<file path="src/rtl/fdd_pkg.sv">
// Shared types and constants for the sync-byte deframer with dual checksums.
`timescale 1ns / 1ps

package fdd_pkg;

    localparam int unsigned BYTE_W = 8;
    localparam int unsigned LEN_W  = 16;

    localparam logic [BYTE_W-1:0] SYNC_BYTE     = 8'hAA;
    localparam logic [LEN_W-1:0]  MIN_FRAME_LEN = 16'd5;

    typedef enum logic [2:0] {
        EV_PAYLOAD   = 3'd0,
        EV_GOOD      = 3'd1,
        EV_HDR_BAD   = 3'd2,
        EV_BODY_BAD  = 3'd3,
        EV_LEN_SHORT = 3'd4
    } t_event;

    typedef enum logic [5:0] {
        ST_HUNT    = 6'b000001,
        ST_LEN_HI  = 6'b000010,
        ST_LEN_LO  = 6'b000100,
        ST_HDR_CS  = 6'b001000,
        ST_BODY    = 6'b010000,
        ST_BODY_CS = 6'b100000
    } t_state;

    typedef struct packed {
        logic [2:0]        event_res;
        logic [BYTE_W-1:0] payload_byte;
        logic [LEN_W-1:0]  payload_length;
    } t_result;

    // one result from the parser toward the output buffer
    typedef struct packed {
        logic    valid;
        t_result res;
    } t_res_beat;

endpackage

</file>
<file path="src/rtl/fdd_if.sv">
// Valid/ready stream interfaces for received bytes and deframer events.
`timescale 1ns / 1ps

interface fdd_rx_if
    import fdd_pkg::*;
();
    logic              valid;
    logic              ready;
    logic [BYTE_W-1:0] rx_byte;

    modport source (output valid, output rx_byte, input ready);
    modport sink   (input valid, input rx_byte, output ready);
endinterface

interface fdd_ev_if
    import fdd_pkg::*;
();
    logic              valid;
    logic              ready;
    logic [2:0]        event_res;
    logic [BYTE_W-1:0] payload_byte;
    logic [LEN_W-1:0]  payload_length;

    modport source (output valid, output event_res, output payload_byte,
                    output payload_length, input ready);
    modport sink   (input valid, input event_res, input payload_byte,
                    input payload_length, output ready);
endinterface

</file>
<file path="src/rtl/fdd_parser.sv">
// Frame parser: sync hunt, length and header checksum, payload and body checksum.
`timescale 1ns / 1ps

module fdd_parser
    import fdd_pkg::*;
(
    input  logic              i_clk,
    input  logic              i_rst_n,
    input  logic              i_beat,
    input  logic [BYTE_W-1:0] i_rx_byte,
    output t_res_beat         o_res
);

    t_state            r_state, n_state;
    logic [LEN_W-1:0]  r_len,   n_len;
    logic [LEN_W-1:0]  r_cnt,   n_cnt;
    logic [BYTE_W-1:0] r_sum,   n_sum;
    t_res_beat         r_res,   n_res;

    logic [BYTE_W-1:0] sum_add;
    logic [LEN_W-1:0]  plen;
    logic [LEN_W-1:0]  cnt_inc;

    assign sum_add = BYTE_W'(r_sum + i_rx_byte);
    assign plen    = LEN_W'(r_len - MIN_FRAME_LEN);
    assign cnt_inc = LEN_W'(r_cnt + LEN_W'(1));

    always_comb begin
        n_state = r_state;
        n_len   = r_len;
        n_cnt   = r_cnt;
        n_sum   = r_sum;
        n_res   = '0;
        if (i_beat) begin
            case (r_state)
                ST_LEN_HI: begin
                    n_len   = {i_rx_byte, 8'h00};
                    n_sum   = sum_add;
                    n_state = ST_LEN_LO;
                end
                ST_LEN_LO: begin
                    n_len   = {r_len[LEN_W-1:BYTE_W], i_rx_byte};
                    n_sum   = sum_add;
                    n_state = ST_HDR_CS;
                end
                ST_HDR_CS: begin
                    n_sum = sum_add;
                    // header checksum is judged before the length
                    if (sum_add != '0) begin
                        n_state             = ST_HUNT;
                        n_res.valid         = 1'b1;
                        n_res.res.event_res = EV_HDR_BAD;
                    end else if (r_len < MIN_FRAME_LEN) begin
                        n_state             = ST_HUNT;
                        n_res.valid         = 1'b1;
                        n_res.res.event_res = EV_LEN_SHORT;
                    end else begin
                        n_cnt   = '0;
                        n_state = (r_len == MIN_FRAME_LEN) ? ST_BODY_CS : ST_BODY;
                    end
                end
                ST_BODY: begin
                    n_sum = sum_add;
                    n_cnt = cnt_inc;
                    if (cnt_inc >= plen) begin
                        n_state = ST_BODY_CS;
                    end
                    n_res.valid              = 1'b1;
                    n_res.res.event_res      = EV_PAYLOAD;
                    n_res.res.payload_byte   = i_rx_byte;
                    n_res.res.payload_length = plen;
                end
                ST_BODY_CS: begin
                    n_sum                    = sum_add;
                    n_state                  = ST_HUNT;
                    n_res.valid              = 1'b1;
                    n_res.res.event_res      = (sum_add == '0) ? EV_GOOD : EV_BODY_BAD;
                    n_res.res.payload_length = plen;
                end
                default: begin
                    if (i_rx_byte == SYNC_BYTE) begin
                        n_sum   = SYNC_BYTE;
                        n_len   = '0;
                        n_cnt   = '0;
                        n_state = ST_LEN_HI;
                    end else begin
                        n_state = ST_HUNT;
                    end
                end
            endcase
        end
    end

    always_ff @(posedge i_clk) begin
        if (!i_rst_n) begin
            r_state <= ST_HUNT;
            r_len   <= '0;
            r_cnt   <= '0;
            r_sum   <= '0;
            r_res   <= '0;
        end else begin
            r_state <= n_state;
            r_len   <= n_len;
            r_cnt   <= n_cnt;
            r_sum   <= n_sum;
            r_res   <= n_res;
        end
    end

    assign o_res = r_res;

endmodule

</file>
<file path="src/rtl/fdd_out_buf.sv">
// Two-entry output buffer: output register plus skid register.
`timescale 1ns / 1ps

module fdd_out_buf
    import fdd_pkg::*;
(
    input  logic      i_clk,
    input  logic      i_rst_n,
    input  t_res_beat i_res,
    output logic      o_in_ready,
    output t_res_beat o_out,
    input  logic      i_out_ready
);

    logic    r_out_valid, r_skid_valid;
    t_result r_out, r_skid;
    logic    pop;

    assign pop        = r_out_valid && i_out_ready;
    // a byte taken now lands here next cycle, so after this edge at most one
    // entry may be held: no room while the skid is full, or while the output
    // stays held and the parser result moves in behind it
    assign o_in_ready = !r_skid_valid && !(r_out_valid && i_res.valid && !pop);

    always_ff @(posedge i_clk) begin
        if (!i_rst_n) begin
            r_out_valid  <= 1'b0;
            r_skid_valid <= 1'b0;
        end else if (pop) begin
            if (r_skid_valid) begin
                r_skid_valid <= 1'b0;
            end else begin
                r_out_valid <= i_res.valid;
            end
        end else if (!r_out_valid) begin
            r_out_valid <= i_res.valid;
        end else if (i_res.valid) begin
            r_skid_valid <= 1'b1;
        end
    end

    always_ff @(posedge i_clk) begin
        if (pop) begin
            r_out <= r_skid_valid ? r_skid : i_res.res;
        end else if (!r_out_valid) begin
            r_out <= i_res.res;
        end else if (i_res.valid) begin
            r_skid <= i_res.res;
        end
    end

    assign o_out.valid = r_out_valid;
    assign o_out.res   = r_out;

endmodule

</file>
<file path="src/rtl/frame_deframer_dual_checksum.sv">
// Top level of the sync-byte deframer with header and body checksums.
`timescale 1ns / 1ps

// Takes one received byte per beat and can accept a byte every clock cycle.
// The parser decodes each accepted byte against its state: it hunts for sync
// 0xAA, reads a big-endian 16-bit total length and a header checksum, forwards
// payload bytes (event 0) and closes the frame with good, header-bad, body-bad
// or length-short events; the event is captured in the parser result register.
// A result passes the parser register, then the output register, before it
// can leave. A skid register behind the output absorbs the result still in
// the parser register when the event side stalls. Input ready drops while
// the skid slot is full, or while the output register is held and a result
// is on its way into the buffer; it follows event-side ready combinationally,
// so with the event side ready a steady stream runs at one byte per cycle.

module frame_deframer_dual_checksum
    import fdd_pkg::*;
(
    input  logic  i_clk,
    input  logic  i_rst_n,
    fdd_rx_if.sink   i_rx,
    fdd_ev_if.source o_ev
);

    logic      in_ready;
    logic      beat;
    t_res_beat res;
    t_res_beat out;

    assign beat       = i_rx.valid && in_ready;
    assign i_rx.ready = in_ready;

    fdd_parser u_parser (
        .i_clk     (i_clk),
        .i_rst_n   (i_rst_n),
        .i_beat    (beat),
        .i_rx_byte (i_rx.rx_byte),
        .o_res     (res)
    );

    fdd_out_buf u_out_buf (
        .i_clk       (i_clk),
        .i_rst_n     (i_rst_n),
        .i_res       (res),
        .o_in_ready  (in_ready),
        .o_out       (out),
        .i_out_ready (o_ev.ready)
    );

    assign o_ev.valid          = out.valid;
    assign o_ev.event_res      = out.res.event_res;
    assign o_ev.payload_byte   = out.res.payload_byte;
    assign o_ev.payload_length = out.res.payload_length;

endmodule
</file>
<file path="src/flat_wrapper.sv">
// flat-port wrapper written by rule: the top's interface ports become plain ports
module frame_deframer_dual_checksum_flat import fdd_pkg::*;
  (i_clk, i_rst_n, i_rx_valid, i_rx_rx_byte, i_rx_ready, o_ev_valid, o_ev_event_res, o_ev_payload_byte, o_ev_payload_length, o_ev_ready);
  fdd_rx_if i_rx_i ();
  fdd_ev_if o_ev_i ();
  input  logic i_clk;
  input  logic i_rst_n;
  input wire logic [$bits(i_rx_i.valid)-1:0] i_rx_valid;
  input wire logic [$bits(i_rx_i.rx_byte)-1:0] i_rx_rx_byte;
  output wire logic [$bits(i_rx_i.ready)-1:0] i_rx_ready;
  output wire logic [$bits(o_ev_i.valid)-1:0] o_ev_valid;
  output wire logic [$bits(o_ev_i.event_res)-1:0] o_ev_event_res;
  output wire logic [$bits(o_ev_i.payload_byte)-1:0] o_ev_payload_byte;
  output wire logic [$bits(o_ev_i.payload_length)-1:0] o_ev_payload_length;
  input wire logic [$bits(o_ev_i.ready)-1:0] o_ev_ready;
  assign i_rx_i.valid = i_rx_valid;
  assign i_rx_i.rx_byte = i_rx_rx_byte;
  assign i_rx_ready = i_rx_i.ready;
  assign o_ev_valid = o_ev_i.valid;
  assign o_ev_event_res = o_ev_i.event_res;
  assign o_ev_payload_byte = o_ev_i.payload_byte;
  assign o_ev_payload_length = o_ev_i.payload_length;
  assign o_ev_i.ready = o_ev_ready;
  frame_deframer_dual_checksum u_core (.i_clk(i_clk), .i_rst_n(i_rst_n), .i_rx(i_rx_i), .o_ev(o_ev_i));
endmodule
</file>
<file path="config.mk">
export PLATFORM = sky130hd
export DESIGN_NAME = frame_deframer_dual_checksum_flat
export DESIGN_NICKNAME = d
export VERILOG_FILES = /design/src/rtl/fdd_pkg.sv /design/src/rtl/fdd_if.sv /design/src/rtl/fdd_parser.sv /design/src/rtl/fdd_out_buf.sv /design/src/rtl/frame_deframer_dual_checksum.sv /design/src/flat_wrapper.sv
export SDC_FILE = /design/constraint.sdc
export NUM_CORES = 1
export LEC_CHECK = 0
export BUFFER_PORTS_ARGS = -buffer_cell sky130_fd_sc_hd__buf_4
export CORE_ASPECT_RATIO = 1.25
export CORE_MARGIN = 5
export CORE_UTILIZATION = 49
export CTS_BUF_LIST = sky130_fd_sc_hd__clkbuf_8
export CTS_CLUSTER_SIZE = 14
export DETAILED_ROUTE_END_ITERATION = 16
export GPL_TIMING_DRIVEN = 0
export MAX_ROUTING_LAYER = met4
export PLACE_DENSITY = 0.78
export SLEW_MARGIN = 20
export SYNTH_ARGS = -nofsm -noshare
export SYNTH_HDL_FRONTEND = slang
export SYNTH_SLANG_ARGS = --single-unit
</file>
<file path="constraint.sdc">
create_clock -name i_clk -period 6.4 [get_ports i_clk]
set_clock_uncertainty 0.05 [all_clocks]
set_input_delay 0.96 -clock i_clk [delete_from_list [all_inputs] [get_ports i_clk]]
set_output_delay 0.96 -clock i_clk [all_outputs]
set_load 0.02 [all_outputs]
</file>
==> impl_metrics.tcl, run 1 <==
set metrics [dict create \
    area_growth_pct 14.7 \
    synth_top_area_cell "edfxtp_1" \
    synth_fp_nets 608 \
    leakage_nw 2.86 \
    drtAntennaViolNets 0 \
    criticalPathCategory "reg -> reg" \
    clkLatencyLatePin_ns 0.43 \
    cts-htree-levels 4 \
    cts_root_buffer "clkbuf_8" \
    cp.arrival_ns 4.31 \
    crit_slowest_cell "a211oi_1" \
    total_power_mw 1.57 \
    design.core.area_um2 12200 \
    post-dp-hpwl_um 9500 \
    setup_ws_ns 2.36 \
    final_nets 667 \
    num_rows 45 \
    layout_min_cycle_time_ns 4.04 \
    grt_remaining_overflow 0 \
    synthesis.area_um2 6110 \
    initial_utilization_pct 50.0 \
    route.detailed.drc 0 \
    dieArea_um2 14800 \
    slew_headroom_pct 48.4 \
    clk_pin_slew_ns 0.07 \
    die_x_um 110 \
    dr.pass1.iters 5 \
    async_flop_share_pct 0 \
    grt_start_max_net_pins 31 \
    cp-start-kind "flip-flop" \
    fin_setup_tns_ns 0 \
    viasPerCell 5.63 \
    syn_avg_cell_area_um2 10.7 \
    diodes 0 \
    place_ws_ns 2.36 \
    finalCritPeriodShare_pct 63.1 \
    ys_top_cells_by_area "edfxtp_1, dfxtp_1, ha_1, mux2_2, nor2_1" \
    synth_flop_cell "dfxtp_1" \
    setup_viol 0 \
    vias 4535 \
    postRouteWirelength_um 13000 \
    ys_seq_area_share_pct 51.4 \
    netlist_instances 569 \
    hold_class "reg -> reg" \
    yosys-top-cells-count "dfxtp_1, nor2_1, edfxtp_1, nand3_1, a21oi_1" \
    io_pins 41 \
    grt_use_total_pct 18.8 \
    worst_pin_slew_ns 0.769 \
    required_ns 6.68 \
    num-fill-cells 1004 \
    ys_types 64 \
    ctsLongestPathBuffers 2 \
    cp_cell_sequence "ha_1, nand3_1, nor4_1, nand3_1, xnor2_1, ha_1, nand4_1, nor2_1, a211oi_1, a21oi_1, nor4b_1, o21a_1" \
    p_per_area_nw_per_um2 225 \
    cts_buffers 17 \
    cts_tree "yes" \
    finalHoldViolCount 0 \
    drv_slew 0 \
    drive_gt1_share_pct 19.3 \
    rsz0062_at_grt "no" \
    antenna_found_initial 0 \
    wire_per_inst_um 16.1 \
    die_h_um 135 \
    post-cts-setup-buffers 0 \
    critPathMaxFanout 6 \
    synth-seq-cells 130 \
    postCtsHoldBufs 0 \
    outcome "finished clean" \
    drt_iter0_markers 324 \
    cp-end-kind "flip-flop" \
    yosysMostFrequentCell "dfxtp_1" \
    max_freq_mhz 248 \
    synth_edf_count 54 \
    cts.sinks 130 \
    vdd_drop_max_uv 120 \
    cts_resized 0 \
    yosys_warnings 0 \
    place.gp.congestion 0.900 \
    grt_pass1_vias 4397 \
    slowest_delay_ns 0.66 \
    drv_cap 0 \
    placement.io_buffers 40 \
    grt_pass1_wl_um 21100 \
    synth.top_cell.area_share_pct 26.5 \
]
==> report_power, final <==
part           switching (mW)  total, mW  internal [mW]
combinational          0.0259     0.0403         0.0143
sequential          0.0000585      0.855          0.855
clock                   0.331      0.679          0.348
total                   0.357       1.57           1.22
==> cell families after synthesis <==
kind of cell	Yosys count	synth area share, %
AND/OR/NAND/NOR	205	17.7
flip-flops	130	51.4
AO/OA/AOI/OAI	109	12.4
buffers and inverters	37	2.89
XOR/XNOR	32	4.59
multiplexers	29	5.30
adder cells (fa/ha/maj)	27	5.65
==> state kept, by name (all words and copies together) (netlist names) <==
register,cells
u_core.u_out_buf.r_skid_valid,1
u_core.u_out_buf.r_out_valid,1
u_core.u_out_buf.r_skid,27
u_core.u_parser.o_res,28
u_core.u_parser.r_cnt,16
u_core.u_parser.r_sum,8
u_core.u_parser.r_len,16
u_core.u_parser.r_state,6
u_core.u_out_buf.o_out,27
==> routing by layer <==
layer | GRT usage, % | part of all wire (%) | routed length, um
met5 | - | 0 | 0
met4 | 7.21 | 2.2 | 291
met3 | 4.78 | 5.7 | 740
met2 | 31.4 | 51 | 6570
met1 | 21.5 | 41 | 5370
==> stage by stage <==
stage	area [um2]	utilization, %	hold slack (ns)	cells
2_1_floorplan	6110	-	0.353	569
3_3_place_gp	6620	54.2	0.360	773
5_1_grt	7010	57.4	0.392	805
4_1_cts	7010	57.4	0.382	805
3_5_place_dp	6620	54.2	0.366	773
6_report	7010	57.4	0.387	805
==> area by class of cell <==
class / count / area, um2 / area share, %
Sequential cell: 130 / 3140 / 44.8
Multi-Input combinational cell: 402 / 2800 / 39.9
Timing Repair Buffer: 40 / 300 / 4.28
Clock buffer: 17 / 234 / 3.34
Tap cell: 164 / 205 / 2.93
Clock inverter: 15 / 154 / 2.20
Buffer: 18 / 105 / 1.50
Inverter: 19 / 71.3 / 1.02
==> path summary, 6_finish.rpt <==
path	cells past startpoint	slack (ns)	to	startpoint
worst max-delay path	12	2.36	u_core.u_parser.r_state[4]	u_core.u_parser.r_cnt[0]
worst min register to register	0	0.39	u_core.u_out_buf.r_skid[4]	u_core.u_parser.o_res[4]
worst max register to register	12	2.36	u_core.u_parser.r_state[4]	u_core.u_parser.r_cnt[0]
worst min-delay path	0	0.39	u_core.u_out_buf.r_skid[4]	u_core.u_parser.o_res[4]
==> cell usage in the layout, fill, tap and decap left out, types with 5 or more instances in the layout <==
cell,count
o21ai_1,7
clkbuf_8,20
nand3_1,40
a22oi_1,11
ha_1,26
o21ai_0,12
nand3b_1,6
clkbuf_1,11
and3_1,5
a21o_1,6
nand2_1,20
a31oi_1,5
dfxtp_1,76
xnor2_1,19
buf_4,41
o22ai_1,7
a21oi_1,31
nor4_1,9
nor2_1,58
nand2b_1,14
nor3_1,17
inv_1,19
edfxtp_1,54
o21a_1,6
xor2_1,13
and2_1,8
mux2_2,27
==> critical path: cells and delay by family (launching register included) <==
| family | cells | cell delay [ns] |
|---|---|---|
| adders and majority gates | 2 | 0.60 |
| DFF | 1 | 0.42 |
| AOI/OAI and AO/OA | 3 | 1.18 |
| and+or+nand+nor | 6 | 1.35 |
| xor gates and xnor gates | 1 | 0.33 |
No activity file was read; power rests on OpenSTA's default activity.
==> inputs of run 2 (changes only) <==
--- a/config.mk
+++ b/config.mk
@@ -5,6 +5,7 @@
 export SDC_FILE = /design/constraint.sdc
 export NUM_CORES = 1
 export LEC_CHECK = 0
+export ABC_AREA = 1
 export BUFFER_PORTS_ARGS = -buffer_cell sky130_fd_sc_hd__buf_4
 export CORE_ASPECT_RATIO = 1.25
 export CORE_MARGIN = 5
==> constraint.sdc (replaced) <==
create_clock -name i_clk -period 4.1 [get_ports i_clk]
set_clock_uncertainty 0.05 [all_clocks]
set_input_delay 0.615 -clock i_clk [delete_from_list [all_inputs] [get_ports i_clk]]
set_output_delay 0.615 -clock i_clk [all_outputs]
set_load 0.02 [all_outputs]
==> impl_metrics.tcl, run 2 <==
set metrics [dict create \
    cp-start-kind "flip-flop" \
    antenna_found_initial 0 \
    layout_common_cells "nand2_1, nor2_1, inv_1" \
    ys_top_cells_by_area "edfxtp_1, dfxtp_1, nand2_1, nor2_1, inv_1" \
    post-cts-setup-buffers 0 \
    r2r_start "u_core.u_parser.r_cnt[0]" \
    post_dp_cell_area_um2 6970 \
    placement.io_buffers 39 \
    finalCritPeriodShare_pct 77.8 \
    async_flop_share_pct 0 \
    yosys_warnings 0 \
    grt_pass1_wl_um 23000 \
    initial_utilization_pct 49.3 \
    post-dp-hpwl_um 10200 \
    ys_types 40 \
    synth_flop_cell "dfxtp_1" \
    die_h_um 138 \
    final_nets 842 \
    io_pins 41 \
    slew_headroom_pct 56.7 \
    clkLatencyLatePin_ns 0.44 \
    fin_setup_tns_ns 0 \
    vias 5031 \
    synth_fp_nets 784 \
    cts_root_buffer "clkbuf_8" \
    vdd_drop_max_uv 215 \
    worst_pin_slew_ns 0.647 \
    drt_iter0_markers 301 \
    final_common_cell "nand2_1" \
    num_rows 47 \
    drv_cap 0 \
    drive_gt1_share_pct 18.1 \
    drv_slew 0 \
    cts-htree-levels 4 \
    clk_pin_slew_ns 0.08 \
    cts_tree "yes" \
    place.gp.congestion 0.916 \
    grt_remaining_overflow 0 \
    cts_resized 0 \
    dieArea_um2 15600 \
    hold_class "reg -> reg" \
    dr.pass1.iters 6 \
    cp-end-kind "flip-flop" \
    reg2reg_to "u_core.u_parser.r_state[1]" \
    diodes 0 \
    ys_seq_area_share_pct 48.6 \
    netlist_instances 745 \
    cpMostUsedCell "nand2_1" \
    syn_avg_cell_area_um2 8.67 \
    required_ns 4.38 \
    cts.sinks 130 \
    grt_use_total_pct 18.8 \
    r2r_slack_ns 0.91 \
    cp_cell_sequence "ha_1, nand2_1, nor2_1, nand2_1, nor2_1, nand2_1, o21ai_0, inv_1, nor2_1, inv_1, ha_1, nand3_1, nand2_1, a21oi_1, nand4_1, nand2_1, inv_1, o21ai_0, nor2_1" \
    synth.top_cell.area_share_pct 25.1 \
    yosys-top-cells-count "nand2_1, nor2_1, inv_1, dfxtp_1, edfxtp_1" \
    die_x_um 113 \
    total_power_mw 2.65 \
    grt_start_max_net_pins 29 \
    p_per_area_nw_per_um2 359 \
    drtAntennaViolNets 0 \
    slowest_delay_ns 0.42 \
    synthesis.area_um2 6460 \
    grt_pass1_vias 4872 \
    route.detailed.drc 0 \
    finalHoldViolCount 0 \
    yosysMostFrequentCell "nand2_1" \
    viasPerCell 5.10 \
    crit_slowest_cell "dfxtp_1" \
    area_growth_pct 14.3 \
    largest_reg_flops 28 \
    holdPathStages 0 \
    outcome "finished clean" \
    rr_worst_depth 19 \
    leakage_nw 3.50 \
    critPathMaxFanout 7 \
    setup_viol 0 \
    ctsLongestPathBuffers 2 \
    fin_area_um2 7390 \
    synth_top_area_cell "edfxtp_1" \
    min_from "u_core.u_parser.o_res[19]" \
    criticalPathCategory "reg -> reg" \
    max_freq_mhz 314 \
    design.core.area_um2 13100 \
    cts_buffers 17 \
    layout_min_cycle_time_ns 3.19 \
    wire_per_inst_um 14.1 \
    postCtsHoldBufs 0 \
    postRouteWirelength_um 13900 \
    hold_end "u_core.u_out_buf.r_skid[19]" \
    synth-seq-cells 130 \
    cp.arrival_ns 3.47 \
    synth_edf_count 54 \
    rsz0062_at_grt "no" \
]
[run 2: how the worst max path moves through the flow]
stage	cells past startpoint	to	startpoint
floorplan	20	u_core.u_parser.r_state[5]	u_core.u_parser.r_len[3]
detailed placement	20	u_core.u_parser.r_state[5]	u_core.u_parser.r_len[3]
global placement	20	u_core.u_parser.r_state[5]	u_core.u_parser.r_len[3]
finish	19	u_core.u_parser.r_state[1]	u_core.u_parser.r_cnt[0]
global route	19	u_core.u_parser.r_state[1]	u_core.u_parser.r_len[3]
CTS	20	u_core.u_parser.r_state[5]	u_core.u_parser.r_len[3]
[run 2: area by class of cell]
| class | instances | area, um2 |
|---|---|---|
| plain buffers | 16 | 106 |
| clock buffers | 17 | 234 |
| clock inverters | 15 | 181 |
| fillers | 1138 | 5730 |
| inverters | 97 | 364 |
| multi-input cells | 502 | 2850 |
| flip-flops and latches | 130 | 3140 |
| well taps | 171 | 214 |
| repair buffers | 39 | 293 |
[run 2: cells by family after synthesis]
logic type / count (synthesis) / synth area share [%]
AND/OR/NAND/NOR: 356 / 25.3
XOR/XNOR: 20 / 2.71
flip-flops: 130 / 48.6
adder cells (fa/ha/maj): 27 / 5.34
multiplexers: 27 / 4.71
buffers and inverters: 113 / 7.28
AO/OA/AOI/OAI: 72 / 6.06
[run 2: metal layers]
metal  GRT usage, %  wire length, um
met5              -                0
met4           7.91              369
met3           3.37              605
met2           31.5             7010
met1           22.0             5890
[run 2: metrics by stage]
stage	instances	util [%]	setup slack [ns]	hold WS (ns)
5_1_grt	987	56.3	0.531	0.380
6_report	987	56.3	0.912	0.372
3_5_place_dp	955	53.1	0.932	0.368
2_1_floorplan	745	-	1.41	0.353
4_1_cts	987	56.3	0.901	0.370
3_3_place_gp	955	53.1	0.963	0.358
[run 2: power breakdown]
group | switching, mW | internal (mW)
Combinational | 0.0956 | 0.0484
Clock | 0.540 | 0.610
Sequential | 0.00750 | 1.35
Total | 0.643 | 2.01
[run 2: worst max-delay path: cells and delay by family, from the launching register on]
family	cells	cell delay (ns)
AND/OR/NAND/NOR	11	1.36
adder cells (fa/ha/maj)	2	0.51
AO/OA/AOI/OAI	3	0.45
flip-flops	1	0.42
buffers and inverters	3	0.27
